## config.mk

```make
export PLATFORM = sky130hd
export DESIGN_NAME = fork_pair_arbiter_with_aging
export DESIGN_NICKNAME = d
export VERILOG_FILES = /design/src/hw/rtl/fpa_pkg.sv /design/src/hw/rtl/fork_pair_arbiter_with_aging.sv
export SDC_FILE = /design/constraint.sdc
export NUM_CORES = 2
export LEC_CHECK = 0
export ABC_AREA = 0
export BUFFER_PORTS_ARGS = -buffer_cell sky130_fd_sc_hd__buf_4
export CAP_MARGIN = 20
export CORE_MARGIN = 4
export CORE_UTILIZATION = 55
export DETAILED_ROUTE_END_ITERATION = 6
export GPL_TIMING_DRIVEN = 0
export PLACE_DENSITY = 0.67
export SLEW_MARGIN = 40
export SYNTH_ARGS = -nofsm -noshare
export SYNTH_HDL_FRONTEND = slang
export SYNTH_SLANG_ARGS = --single-unit
```

## constraint.sdc

```tcl
create_clock -name clk -period 18.6 [get_ports clk]
set_input_delay 2.79 -clock clk [delete_from_list [all_inputs] [get_ports clk]]
set_output_delay 2.79 -clock clk [all_outputs]
set_load 0.01 [all_outputs]
```

## src/hw/rtl/fpa_pkg.sv

```systemverilog
// shared types, codes and defaults of the fork pair arbiter
package fpa_pkg;

  localparam int DEF_MAX_SEATS = 16;
  localparam int DEF_TIME_BITS = 32;

  localparam int SEAT_COUNT_W  = 5;
  localparam int THRESHOLD_W   = 32;
  localparam int IN_IDX_W      = 4;
  localparam int CFG_IDX_W     = 2;
  localparam int CFG_DATA_W    = 32;

  localparam logic [SEAT_COUNT_W-1:0] RESET_SEAT_COUNT        = 5'd16;
  localparam logic [THRESHOLD_W-1:0]  RESET_FAILURE_THRESHOLD = 32'd100;

  localparam logic MODE_TAKE = 1'b0;
  localparam logic MODE_PUT  = 1'b1;

  typedef enum logic [1:0] {
    STATUS_GRANTED = 2'd0,
    STATUS_BUSY    = 2'd1,
    STATUS_ERROR   = 2'd2
  } status_t;

  typedef enum logic [1:0] {
    RES_FREE     = 2'd0,
    RES_TAKEN    = 2'd1,
    RES_RESERVED = 2'd2
  } res_state_t;

  typedef enum logic [CFG_IDX_W-1:0] {
    CFG_SEAT_COUNT        = 2'd0,
    CFG_FAILURE_THRESHOLD = 2'd1
  } cfg_idx_t;

endpackage

```

## src/hw/rtl/fork_pair_arbiter_with_aging.sv

```systemverilog
// fork pair arbiter with aging: ring of seats sharing adjacent resources
// a take is registered at input, decided, and registered again onto the out ports
// throughput: one item per cycle, as each item updates the state read by the flag lanes
// a put gives no result; results last one cycle on out_valid and cannot be stalled
// reset (synchronous): all resources free, no failures, seat count 16, threshold 100
// failure timestamps are not cleared, they are only read while their failure is pending
module fork_pair_arbiter_with_aging
  import fpa_pkg::*;
#(
  parameter int MAX_SEATS = DEF_MAX_SEATS,
  parameter int TIME_BITS = DEF_TIME_BITS
) (
  input  logic                    clk,
  input  logic                    rst_n,
  input  logic                    start,
  output logic                    busy,
  input  logic                    in_mode,
  input  logic [IN_IDX_W-1:0]     in_requester,
  input  logic [IN_IDX_W-1:0]     in_resource,
  input  logic [TIME_BITS-1:0]    in_time_now,
  output logic                    out_valid,
  output logic [1:0]              out_status,
  output logic [IN_IDX_W-1:0]     out_reply_to,
  input  logic                    cfg_valid,
  output logic                    cfg_ready,
  input  logic [CFG_IDX_W-1:0]    cfg_index,
  input  logic [CFG_DATA_W-1:0]   cfg_data
);

  localparam int IDX_W = (MAX_SEATS > 1) ? $clog2(MAX_SEATS) : 1;
  localparam int N_W   = $clog2(MAX_SEATS + 1);
  localparam int CMP_W = (N_W > SEAT_COUNT_W) ? N_W : SEAT_COUNT_W;
  localparam int DW    = (TIME_BITS > THRESHOLD_W) ? TIME_BITS : THRESHOLD_W;

  // configuration
  logic [SEAT_COUNT_W-1:0] seat_count_r;
  logic [THRESHOLD_W-1:0]  threshold_r;

  assign cfg_ready = 1'b1;

  always_ff @(posedge clk) begin
    if (!rst_n) begin
      seat_count_r <= RESET_SEAT_COUNT;
      threshold_r  <= RESET_FAILURE_THRESHOLD;
    end else if (cfg_valid && cfg_ready) begin
      unique case (cfg_index)
        CFG_SEAT_COUNT:        seat_count_r <= cfg_data[SEAT_COUNT_W-1:0];
        CFG_FAILURE_THRESHOLD: threshold_r  <= cfg_data[THRESHOLD_W-1:0];
        default: ;
      endcase
    end
  end

  // input register
  logic                 v_r;
  logic                 mode_r;
  logic [IN_IDX_W-1:0]  req_r;
  logic [IN_IDX_W-1:0]  res_r;
  logic [TIME_BITS-1:0] now_r;
  logic                 accept;

  // every item is settled before the next one is decided, so the next one is always taken
  assign busy   = 1'b0;
  assign accept = start && !busy;

  always_ff @(posedge clk) begin
    if (!rst_n) begin
      v_r <= 1'b0;
    end else begin
      v_r <= accept;
    end
  end

  always_ff @(posedge clk) begin
    if (accept) begin
      mode_r <= in_mode;
      req_r  <= in_requester;
      res_r  <= in_resource;
      now_r  <= in_time_now;
    end
  end

  // state
  res_state_t           state_r [MAX_SEATS];
  res_state_t           state_nxt [MAX_SEATS];
  logic [MAX_SEATS-1:0] pend_r;
  logic [MAX_SEATS-1:0] pend_nxt;
  logic [TIME_BITS-1:0] first_r [MAX_SEATS];
  logic                 first_we;

  // ring geometry
  logic [CMP_W-1:0] n;
  logic [CMP_W-1:0] n_m1;
  logic [CMP_W-1:0] sc_ext;
  logic [CMP_W-1:0] req_ext;
  logic [CMP_W-1:0] res_ext;
  logic [CMP_W-1:0] res_inc;
  logic [CMP_W-1:0] right_ext;
  logic [CMP_W-1:0] left_ext;
  logic [IDX_W-1:0] req_i;
  logic [IDX_W-1:0] res_i;
  logic [IDX_W-1:0] right_i;
  logic [IDX_W-1:0] left_i;

  assign sc_ext = CMP_W'(seat_count_r);

  always_comb begin
    priority if (sc_ext < CMP_W'(2)) n = CMP_W'(2);
    else if (sc_ext > CMP_W'(MAX_SEATS)) n = CMP_W'(MAX_SEATS);
    else n = sc_ext;
  end

  assign n_m1      = n - CMP_W'(1);
  assign req_ext   = CMP_W'(req_r);
  assign res_ext   = CMP_W'(res_r);
  assign res_inc   = res_ext + CMP_W'(1);
  assign right_ext = (res_inc == n) ? '0 : res_inc;
  assign left_ext  = (req_ext == '0) ? n_m1 : req_ext - CMP_W'(1);
  assign req_i     = req_ext[IDX_W-1:0];
  assign res_i     = res_ext[IDX_W-1:0];
  assign right_i   = right_ext[IDX_W-1:0];
  assign left_i    = left_ext[IDX_W-1:0];

  // per-seat flag lanes, each seat compared with its ring successor
  logic [MAX_SEATS-1:0] cons;
  logic [MAX_SEATS-1:0] lt_next;
  logic [MAX_SEATS-1:0] gt_next;
  logic [MAX_SEATS-1:0] pair_free;
  logic [MAX_SEATS-1:0] reserved;

  for (genvar g = 0; g < MAX_SEATS; g++) begin : g_lane
    localparam int NX = (g == MAX_SEATS - 1) ? 0 : g + 1;
    logic                 wrap;
    logic [TIME_BITS-1:0] nb_first;
    res_state_t           nb_state;
    logic [TIME_BITS-1:0] age;

    assign wrap     = (CMP_W'(g) == n_m1);
    assign nb_first = wrap ? first_r[0] : first_r[NX];
    assign nb_state = wrap ? state_r[0] : state_r[NX];
    assign age      = now_r - first_r[g];

    // considered once strictly older than the threshold
    assign cons[g]      = pend_r[g] && (now_r > first_r[g]) && (DW'(age) > DW'(threshold_r));
    assign lt_next[g]   = first_r[g] < nb_first;
    assign gt_next[g]   = first_r[g] > nb_first;
    assign pair_free[g] = (state_r[g] == RES_FREE) && (nb_state == RES_FREE);
    assign reserved[g]  = (state_r[g] == RES_RESERVED);
  end

  // decision
  logic    take;
  logic    put;
  logic    idx_ok;
  logic    left_take;
  logic    beat_l;
  logic    beat_r;
  logic    grant_left;
  status_t status_nxt;

  assign take      = v_r && (mode_r == MODE_TAKE);
  assign put       = v_r && (mode_r == MODE_PUT);
  assign idx_ok    = (req_ext < n) && (res_ext < n);
  assign left_take = (res_r == req_r);
  // the left neighbour's successor is the requester itself
  assign beat_r     = !cons[right_i] || (cons[req_i] && lt_next[req_i]);
  assign beat_l     = !cons[left_i] || (cons[req_i] && gt_next[left_i]);
  assign grant_left = pair_free[res_i] && beat_l && beat_r;

  always_comb begin
    state_nxt  = state_r;
    pend_nxt   = pend_r;
    first_we   = 1'b0;
    status_nxt = STATUS_ERROR;
    if (put) begin
      if (res_ext < n) state_nxt[res_i] = RES_FREE;
    end else if (take) begin
      priority if (!idx_ok) begin
        status_nxt = STATUS_ERROR;
      end else if (left_take) begin
        if (grant_left) begin
          status_nxt         = STATUS_GRANTED;
          pend_nxt[req_i]    = 1'b0;
          state_nxt[res_i]   = RES_TAKEN;
          state_nxt[right_i] = RES_RESERVED;
        end else begin
          status_nxt = STATUS_BUSY;
          // keep the first failure time on a repeated denial
          if (!pend_r[req_i]) begin
            pend_nxt[req_i] = 1'b1;
            first_we        = 1'b1;
          end
        end
      end else if (reserved[res_i]) begin
        status_nxt       = STATUS_GRANTED;
        state_nxt[res_i] = RES_TAKEN;
      end else begin
        status_nxt = STATUS_ERROR;
      end
    end
  end

  always_ff @(posedge clk) begin
    if (!rst_n) begin
      for (int i = 0; i < MAX_SEATS; i++) state_r[i] <= RES_FREE;
      pend_r <= '0;
    end else begin
      state_r <= state_nxt;
      pend_r  <= pend_nxt;
    end
  end

  always_ff @(posedge clk) begin
    if (first_we) first_r[req_i] <= now_r;
  end

  // result register
  logic                out_valid_r;
  status_t             out_status_r;
  logic [IN_IDX_W-1:0] out_reply_to_r;

  always_ff @(posedge clk) begin
    if (!rst_n) begin
      out_valid_r <= 1'b0;
    end else begin
      out_valid_r <= take;
    end
  end

  always_ff @(posedge clk) begin
    if (take) begin
      out_status_r   <= status_nxt;
      out_reply_to_r <= req_r;
    end
  end

  assign out_valid    = out_valid_r;
  assign out_status   = out_status_r;
  assign out_reply_to = out_reply_to_r;

  a_result_from_take: assert property (@(posedge clk) disable iff (!rst_n)
    out_valid_r |-> $past(v_r && (mode_r == MODE_TAKE)))
    else $error("result without a take transfer");

  a_grant_clears_failure: assert property (@(posedge clk) disable iff (!rst_n)
    (take && idx_ok && left_take && grant_left) |=>
      (!pend_r[$past(req_i)] && (state_r[$past(req_i)] == RES_TAKEN)))
    else $error("left grant did not take resource or clear failure");

  a_first_time_kept: assert property (@(posedge clk) disable iff (!rst_n)
    (take && idx_ok && left_take && !grant_left && pend_r[req_i]) |=>
      (first_r[$past(req_i)] == $past(first_r[req_i])))
    else $error("first failure time overwritten on repeated denial");

  a_bad_index_error: assert property (@(posedge clk) disable iff (!rst_n)
    (take && !idx_ok) |=> (out_valid_r && (out_status_r == STATUS_ERROR)))
    else $error("bad index not reported as error");

endmodule
```

* Word-level counts from Yosys, hierarchy flattened *
Memory sizes are Yosys's and may differ from the RTL's.
Cells that the tools add are included.

operators by class
  muxes and demuxes = 76
  add/sub/neg operators = 19
  eq/ne operators = 36
  reductions and logical operators = 104
  $lt $le $gt $ge = 77
  bitwise logic cells = 16

operators with widths
  kind                                                                           number
  32-bit > comparator                                                            48
  32-bit two-way mux                                                             22
  32-bit less-than comparator                                                    16
  32-bit subtractor                                                              16
  2-bit logical NOT                                                              32
  1-bit logical AND                                                              58
  16-bit bitwise AND                                                             3
  16-bit NOT                                                                     3
  16-bit bitwise OR                                                              3
  2-bit two-way mux                                                              19
  4-bit by 5-bit equality test with 1-bit output (first input constant)          7
  32-bit bitwise AND                                                             1
  1-bit binary-select mux with 4-bit select                                      8
  2-bit equality test (second input constant)                                    16
  16-bit two-way mux                                                             2
  32-bit NOT                                                                     1
  3-bit by 5-bit equality test with 1-bit output (first input constant)          4
  4-bit by 5-bit less-than comparator with 1-bit output (second input constant)  4
  1-bit two-way mux                                                              18
  2-bit demux with 4-bit select                                                  2
  2-bit by 5-bit equality test with 1-bit output (first input constant)          2
  5-bit >= comparator (second input constant)                                    2
  5-bit logical NOT                                                              2
  4-bit by 5-bit less-than comparator with 1-bit output                          2
  other kinds (26)                                                               37

word-level totals
  output and inout bits = 9
  memories = 1
  register bits = 134
  input port bits = 79
  RAM bits = 512

memory list
  memory   words  bits a word  rd ports  clocked after memory_dff  wr ports  RTL line                            RTL
  first_r  16     32           16        0                         1         fork_pair_arbiter_with_aging.sv:88  logic [TIME_BITS-1:0] first_r [MAX_SEATS];

* Depth between registers and ports, before layout *
  depth after elaboration = 20
  gate-level depth with buffers = 33
  depth with buffers taken out = 31

* Worst setup path after synthesis *
Ideal clock, no wire load.

  path type = register to register
  start point = register now_r[1]
  end point = memory first_r[4][0] in the netlist's numbering, enable pin
  stages on the path, launching flop included = 31
  library setup time = 0.421 ns
  data arrival time = 8.976 ns
  setup slack = 9.203 ns
  data required time = 18.179 ns
  period minus slack after synthesis = 9.397 ns
  cells stage by stage = edfxtp_1 -> ha_1 -> nor2b_1 -> o21a_1 -> o21a_1 -> o21a_1 -> o41a_1 -> a41oi_1 -> a21oi_1 -> a41oi_1 -> a21oi_1 -> a221o_1 -> a2111o_1 -> and4_1 -> or3_1 -> ha_1 -> nand3_1 -> nor3_1 -> nand3_1 -> a41oi_1 -> o21ai_0 -> a31oi_1 -> a22oi_1 -> nand2_1 -> a31oi_1 -> a211oi_1 -> nor3_1 -> or2_1 -> buf_2 -> buf_6 -> nor2_1

on the way
  word-level cells in the longest chain between the ends = 16
  elaborated cells on any way between the ends = 101
  classes of those cells = add/sub (16); order compare (32); mux (13); reduce/logical (40)

ends and longest elaborated chain
  item                                                             RTL line                                                                  RTL
  start: declaration                                               fork_pair_arbiter_with_aging.sv:59                                        logic [TIME_BITS-1:0] now_r;
  start signal: assignment                                         fork_pair_arbiter_with_aging.sv:79                                        now_r <= in_time_now;
  32-bit subtractor / 32-bit > comparator (equally long branches)  fork_pair_arbiter_with_aging.sv:141, fork_pair_arbiter_with_aging.sv:144
  32-bit > comparator / 1-bit logical AND (equally long branches)  fork_pair_arbiter_with_aging.sv:144                                       assign cons[g] = pend_r[g] && (now_r > first_r[g]) && (DW'(age) > DW'(threshold_r));
  1-bit logical AND                                                fork_pair_arbiter_with_aging.sv:144
  1-bit binary-select mux with 4-bit select (on tied branches)     fork_pair_arbiter_with_aging.sv:167, fork_pair_arbiter_with_aging.sv:166
  1-bit two-way mux (on tied branches)                             fork_pair_arbiter_with_aging.sv:167, fork_pair_arbiter_with_aging.sv:166
  1-bit logical NOT / 1-bit logical AND (equally long branches)    fork_pair_arbiter_with_aging.sv:167                                       assign beat_l = !cons[left_i] || (cons[req_i] && gt_next[left_i]);
  1-bit logical OR                                                 fork_pair_arbiter_with_aging.sv:167
  1-bit logical AND                                                fork_pair_arbiter_with_aging.sv:168                                       assign grant_left = pair_free[res_i] && beat_l && beat_r;
  1-bit logical AND *                                              fork_pair_arbiter_with_aging.sv:168
  1-bit two-way mux *                                              fork_pair_arbiter_with_aging.sv:181                                       if (grant_left) begin
  1-bit two-way mux *                                              fork_pair_arbiter_with_aging.sv:180                                       end else if (left_take) begin
  1-bit two-way mux *                                              fork_pair_arbiter_with_aging.sv:178                                       priority if (!idx_ok) begin
  1-bit two-way mux *                                              fork_pair_arbiter_with_aging.sv:177                                       end else if (take) begin
  1-bit two-way mux *                                              fork_pair_arbiter_with_aging.sv:175                                       if (put) begin
  1-bit two-way mux *                                              fork_pair_arbiter_with_aging.sv:214                                       if (first_we) first_r[req_i] <= now_r;
  1-bit two-way mux (implied by the code) *                        fork_pair_arbiter_with_aging.sv:214
  end: declaration                                                 fork_pair_arbiter_with_aging.sv:88

Mark *: on every way between the ends. The rest lies on a longest branch, timed or not. The select of a mux whose other input is x is not followed.

* Worst setup path in the final report *
  start point = register now_r[0]
  end point = memory first_r[7][3] in the netlist's numbering, enable pin

Same word-level chain as after synthesis.

==> flow_summary_export.csv <==
group,metric,value,unit
status,status,"finished with violations",
status,violations,"DRC",
drt,antenna_left,0,
global_route,grt_pass1_wl,460000,microns
sta,hold_viol_final,0,
sta,fin_crit,11.90,ns
clocking,postCtsSetupRepairBufs,0,
final_layout,final_common_cell,"ha_1",
yosys,ys.warnings.count,0,
global_route,grt_max_degree,43,
yosys,synth_cell_types,98,
yosys,synth_top_flop_cell,"edfxtp_1",
critical_path,required,19.01,ns
floorplanning,core-area,136000,sq um
power_and_ir_drop,vdd_ir_drop_max,66.9,uV
floorplanning,die_x,379,microns
final_layout,fin_nets,10800,
drt,vias_per_cell,6.71,
yosys,ys_async_sr_fraction,0,%
clocking,cts_max_level,3,
yosys,synth_area_leader_cell,"ha_1",
clocking,cts-root-buf,"clkbuf_16",
sta,max_slew_margin,33.5,%
global_route,overflow,0,
power_and_ir_drop,leakage,36.6,nW
hold_path,holdCritPathClass,"register to register",
floorplanning,initial_core_util,55.6,%
power_and_ir_drop,power_density,57.2,nW/um^2
yosys,postSynthCellCount,8821,
yosys,synth_edf_count,559,
critical_path,start_kind,"register",
clocking,cts.clk_slew.worst_paths,0.06,ns
sta,grt_setup_unrepaired,"false",
critical_path,cpPeakStageDelay,0.78,ns
global_route,grt_antenna_before_repair,10,
sta,fin_tns_setup,0,ns
clocking,cts_tree,"built",
final_layout,layout-drive-gt1-share,6.74,%
yosys,synth-seq-area-share,24.5,%
final_layout,regArea,18500,sq um
drt,wl,326000,microns
clocking,numCtsBuffers,82,
sta,finalCritPeriodShare,64.0,%
drt,drc_errors,4,
drt,wl_per_cell,29.6,microns
sta,skew,0.0500,ns
placed_design,gp_congestion,1.04,
clocking,clock_latency,0.74,ns
critical_path,crit_fanout,17,
critical_path,crit_slowest_cell,"a211oi_2",
sta,max_freq,84.0,MHz
floorplanning,io_pins,88,
final_layout,multi_input_area,54100,sq um
final_layout,final_cell_mix,"ha_1 (1557), a21oi_1 (1076), nor2_1 (793), inv_1 (674), edfxtp_1 (559)",
final_layout,syn2layout_area_growth,11.4,%
placed_design,numPortBuffers,85,
sta,maxSlewViolCount,0,
critical_path,end_kind,"register",
critical_path,worstPathArrival,12.32,ns
critical_path,r2r_cells,35,
yosys,synth_top_area_share,25.8,%
yosys,synthTopCellsByArea,"ha_1 (26%), edfxtp_1 (22%), a21oi_1 (7.1%), nor2_1 (4.0%), inv_1 (3.5%)",
drt,dr.first_iter.drc_count,8397,
yosys,netlist_area,75600,sq um
clocking,cts_sinks,646,
yosys,syn_nets,10500,
floorplanning,rows,135,
final_layout,finalCoreUtilization,61.9,%
yosys,syn_area_per_cell,8.57,sq um
hold_path,hold_path_depth,2,
critical_path,reg2reg_to,"first_r[7][3]",
final_layout,fin_cells,11000,
critical_path,rr_startpoint,"now_r[0]",
drt,dr_total_vias,73900,
hold_path,hold_end,"threshold_r[19]",
yosys,ys_ff_latch,646,
clocking,cts_buffer_depth,3,
final_layout,final_area,84200,sq um
final_layout,fill_cells,11800,
floorplanning,dieArea,143000,sq um
clocking,post_cts_resized,0,
global_route,grt_util_all_layers,44.1,%
floorplanning,die_height,379,microns
critical_path,reg2reg_slack,6.70,ns
critical_path,critical_path_class,"register to register",
hold_path,hp-start,"threshold_r[19]",
sta,tightest_slew,0.998,ns
global_route,grt_pass1_vias,70100,
job,drv_cap,0,
placed_design,dpl.cell_count,10900,
clocking,cts_hold_buf,0,
sta,setup_viol,0,
placed_design,dpl_cell_area,81500,sq um
placed_design,hpwl,258000,microns
drt,drtPass1Iterations,7,
[cell type report]
cell class                 count  share of cell area, %
sequential                   646                   22.0
clock inverter                57                  0.627
antenna                        2                0.00594
timing repair buffer         254                   3.70
inverter                     710                   3.24
buffer                       194                  0.967
tap                         1781                   2.65
multi-input combinational   7271                   64.3
clock buffer                  92                   2.52
[per-stage QoR]
| stage | total power, mW | setup slack (ns) | hold slack (ns) |
|---|---|---|---|
| 3_3_place_gp | 3.05 | 2.00 | 0.441 |
| 4_1_cts | 4.78 | 7.12 | 0.469 |
| 2_1_floorplan | 2.67 | 9.20 | 0.436 |
| 5_1_grt | 5.02 | 6.42 | 0.488 |
| 3_5_place_dp | 3.16 | 7.16 | 0.460 |
| 6_report | 4.81 | 6.70 | 0.469 |
[worst max-delay path, delay by kind of cell, from the launching register on]
kind | cells | cell delay (ns)
AOI/OAI and AO/OA | 17 | 6.06
adders and majority gates | 3 | 0.99
buffers and inverters | 6 | 1.48
DFF | 1 | 0.59
muxes | 1 | 0.22
and+or+nand+nor | 8 | 2.16
[flip-flops by register name (all words and copies together) (netlist names), named ones only]
signal / cells
res_i: 4
v_r: 1
out_reply_to: 4
req_i: 4
mode_r: 1
threshold_r: 32
first_r: 512
sc_ext: 5
state_r: 30
out_status: 2
out_valid: 1
now_r: 32
g_lane.nb_state: 2
[synth_stat cells (all sizes together), types with 13 or more instances]
library cell and instances:
ha 1557, a21oi 1077, nor2 811, inv 707, edfxtp 559, nand2 550
o21ai 406, a21o 309, xnor2 295, nand3 259, nand4 255, mux2i 173
clkbuf 146, nor3 143, a211oi 135, xor2 135, nor2b 105, dfxtp 87
o21a 75, o211ai 70, o21bai 68, nand2b 62, nor4 60, a31oi 55
and3 55, a221oi 51, buf 48, and4 43, and2 41, o31ai 35
or3 34, or2 30, a211o 23, a2111oi 22, a21boi 22, a41oi 22
or4 18, a221o 17, o41ai 17, a311oi 16, a31o 16, fa 16
nor3b 16, a22oi 15, o221ai 13
[metal layers]
layer / routed length [microns] / vias up / GRT usage [%]
li1: - / 33600 / -
met1: 122000 / 35000 / 54.5
met2: 133000 / 4189 / 65.0
met3: 34800 / 1097 / 8.83
met4: 35400 / 6 / 39.3
met5: 44 / - / 0.0343
[cells by family (layout without fill, tap and decap cells)]
| group | after synthesis | after routing | synth area share (%) |
|---|---|---|---|
| compound gates | 2574 | 2574 | 21.3 |
| xor+xnor | 430 | 430 | 4.99 |
| fa+ha+maj | 1573 | 1573 | 26.2 |
| buf+inv | 904 | 1307 | 4.53 |
| flops | 646 | 646 | 24.5 |
| mux | 184 | 184 | 2.59 |
| other cells | 2 | 4 | 0.00994 |
| simple gates | 2508 | 2508 | 15.9 |
[how the worst max path moves through the flow]
stage          startpoint             end  slack [ns]  cells past startpoint
3_3_place_gp     now_r[0]  first_r[8][11]        2.00                     33
2_1_floorplan    now_r[1]   first_r[4][0]        9.20                     30
4_1_cts          now_r[0]   first_r[7][2]        7.12                     35
5_1_grt          now_r[0]  first_r[7][15]        6.42                     35
3_5_place_dp     now_r[0]   first_r[9][4]        7.16                     35
6_report         now_r[0]   first_r[7][3]        6.70                     35
[report_power, final]
group | internal, mW | switching (mW)
Sequential | 1.59 | 0.0284
Combinational | 0.616 | 0.949
Clock | 0.889 | 0.737
Total | 3.10 | 1.71
No activity file was read; power rests on OpenSTA's default activity.
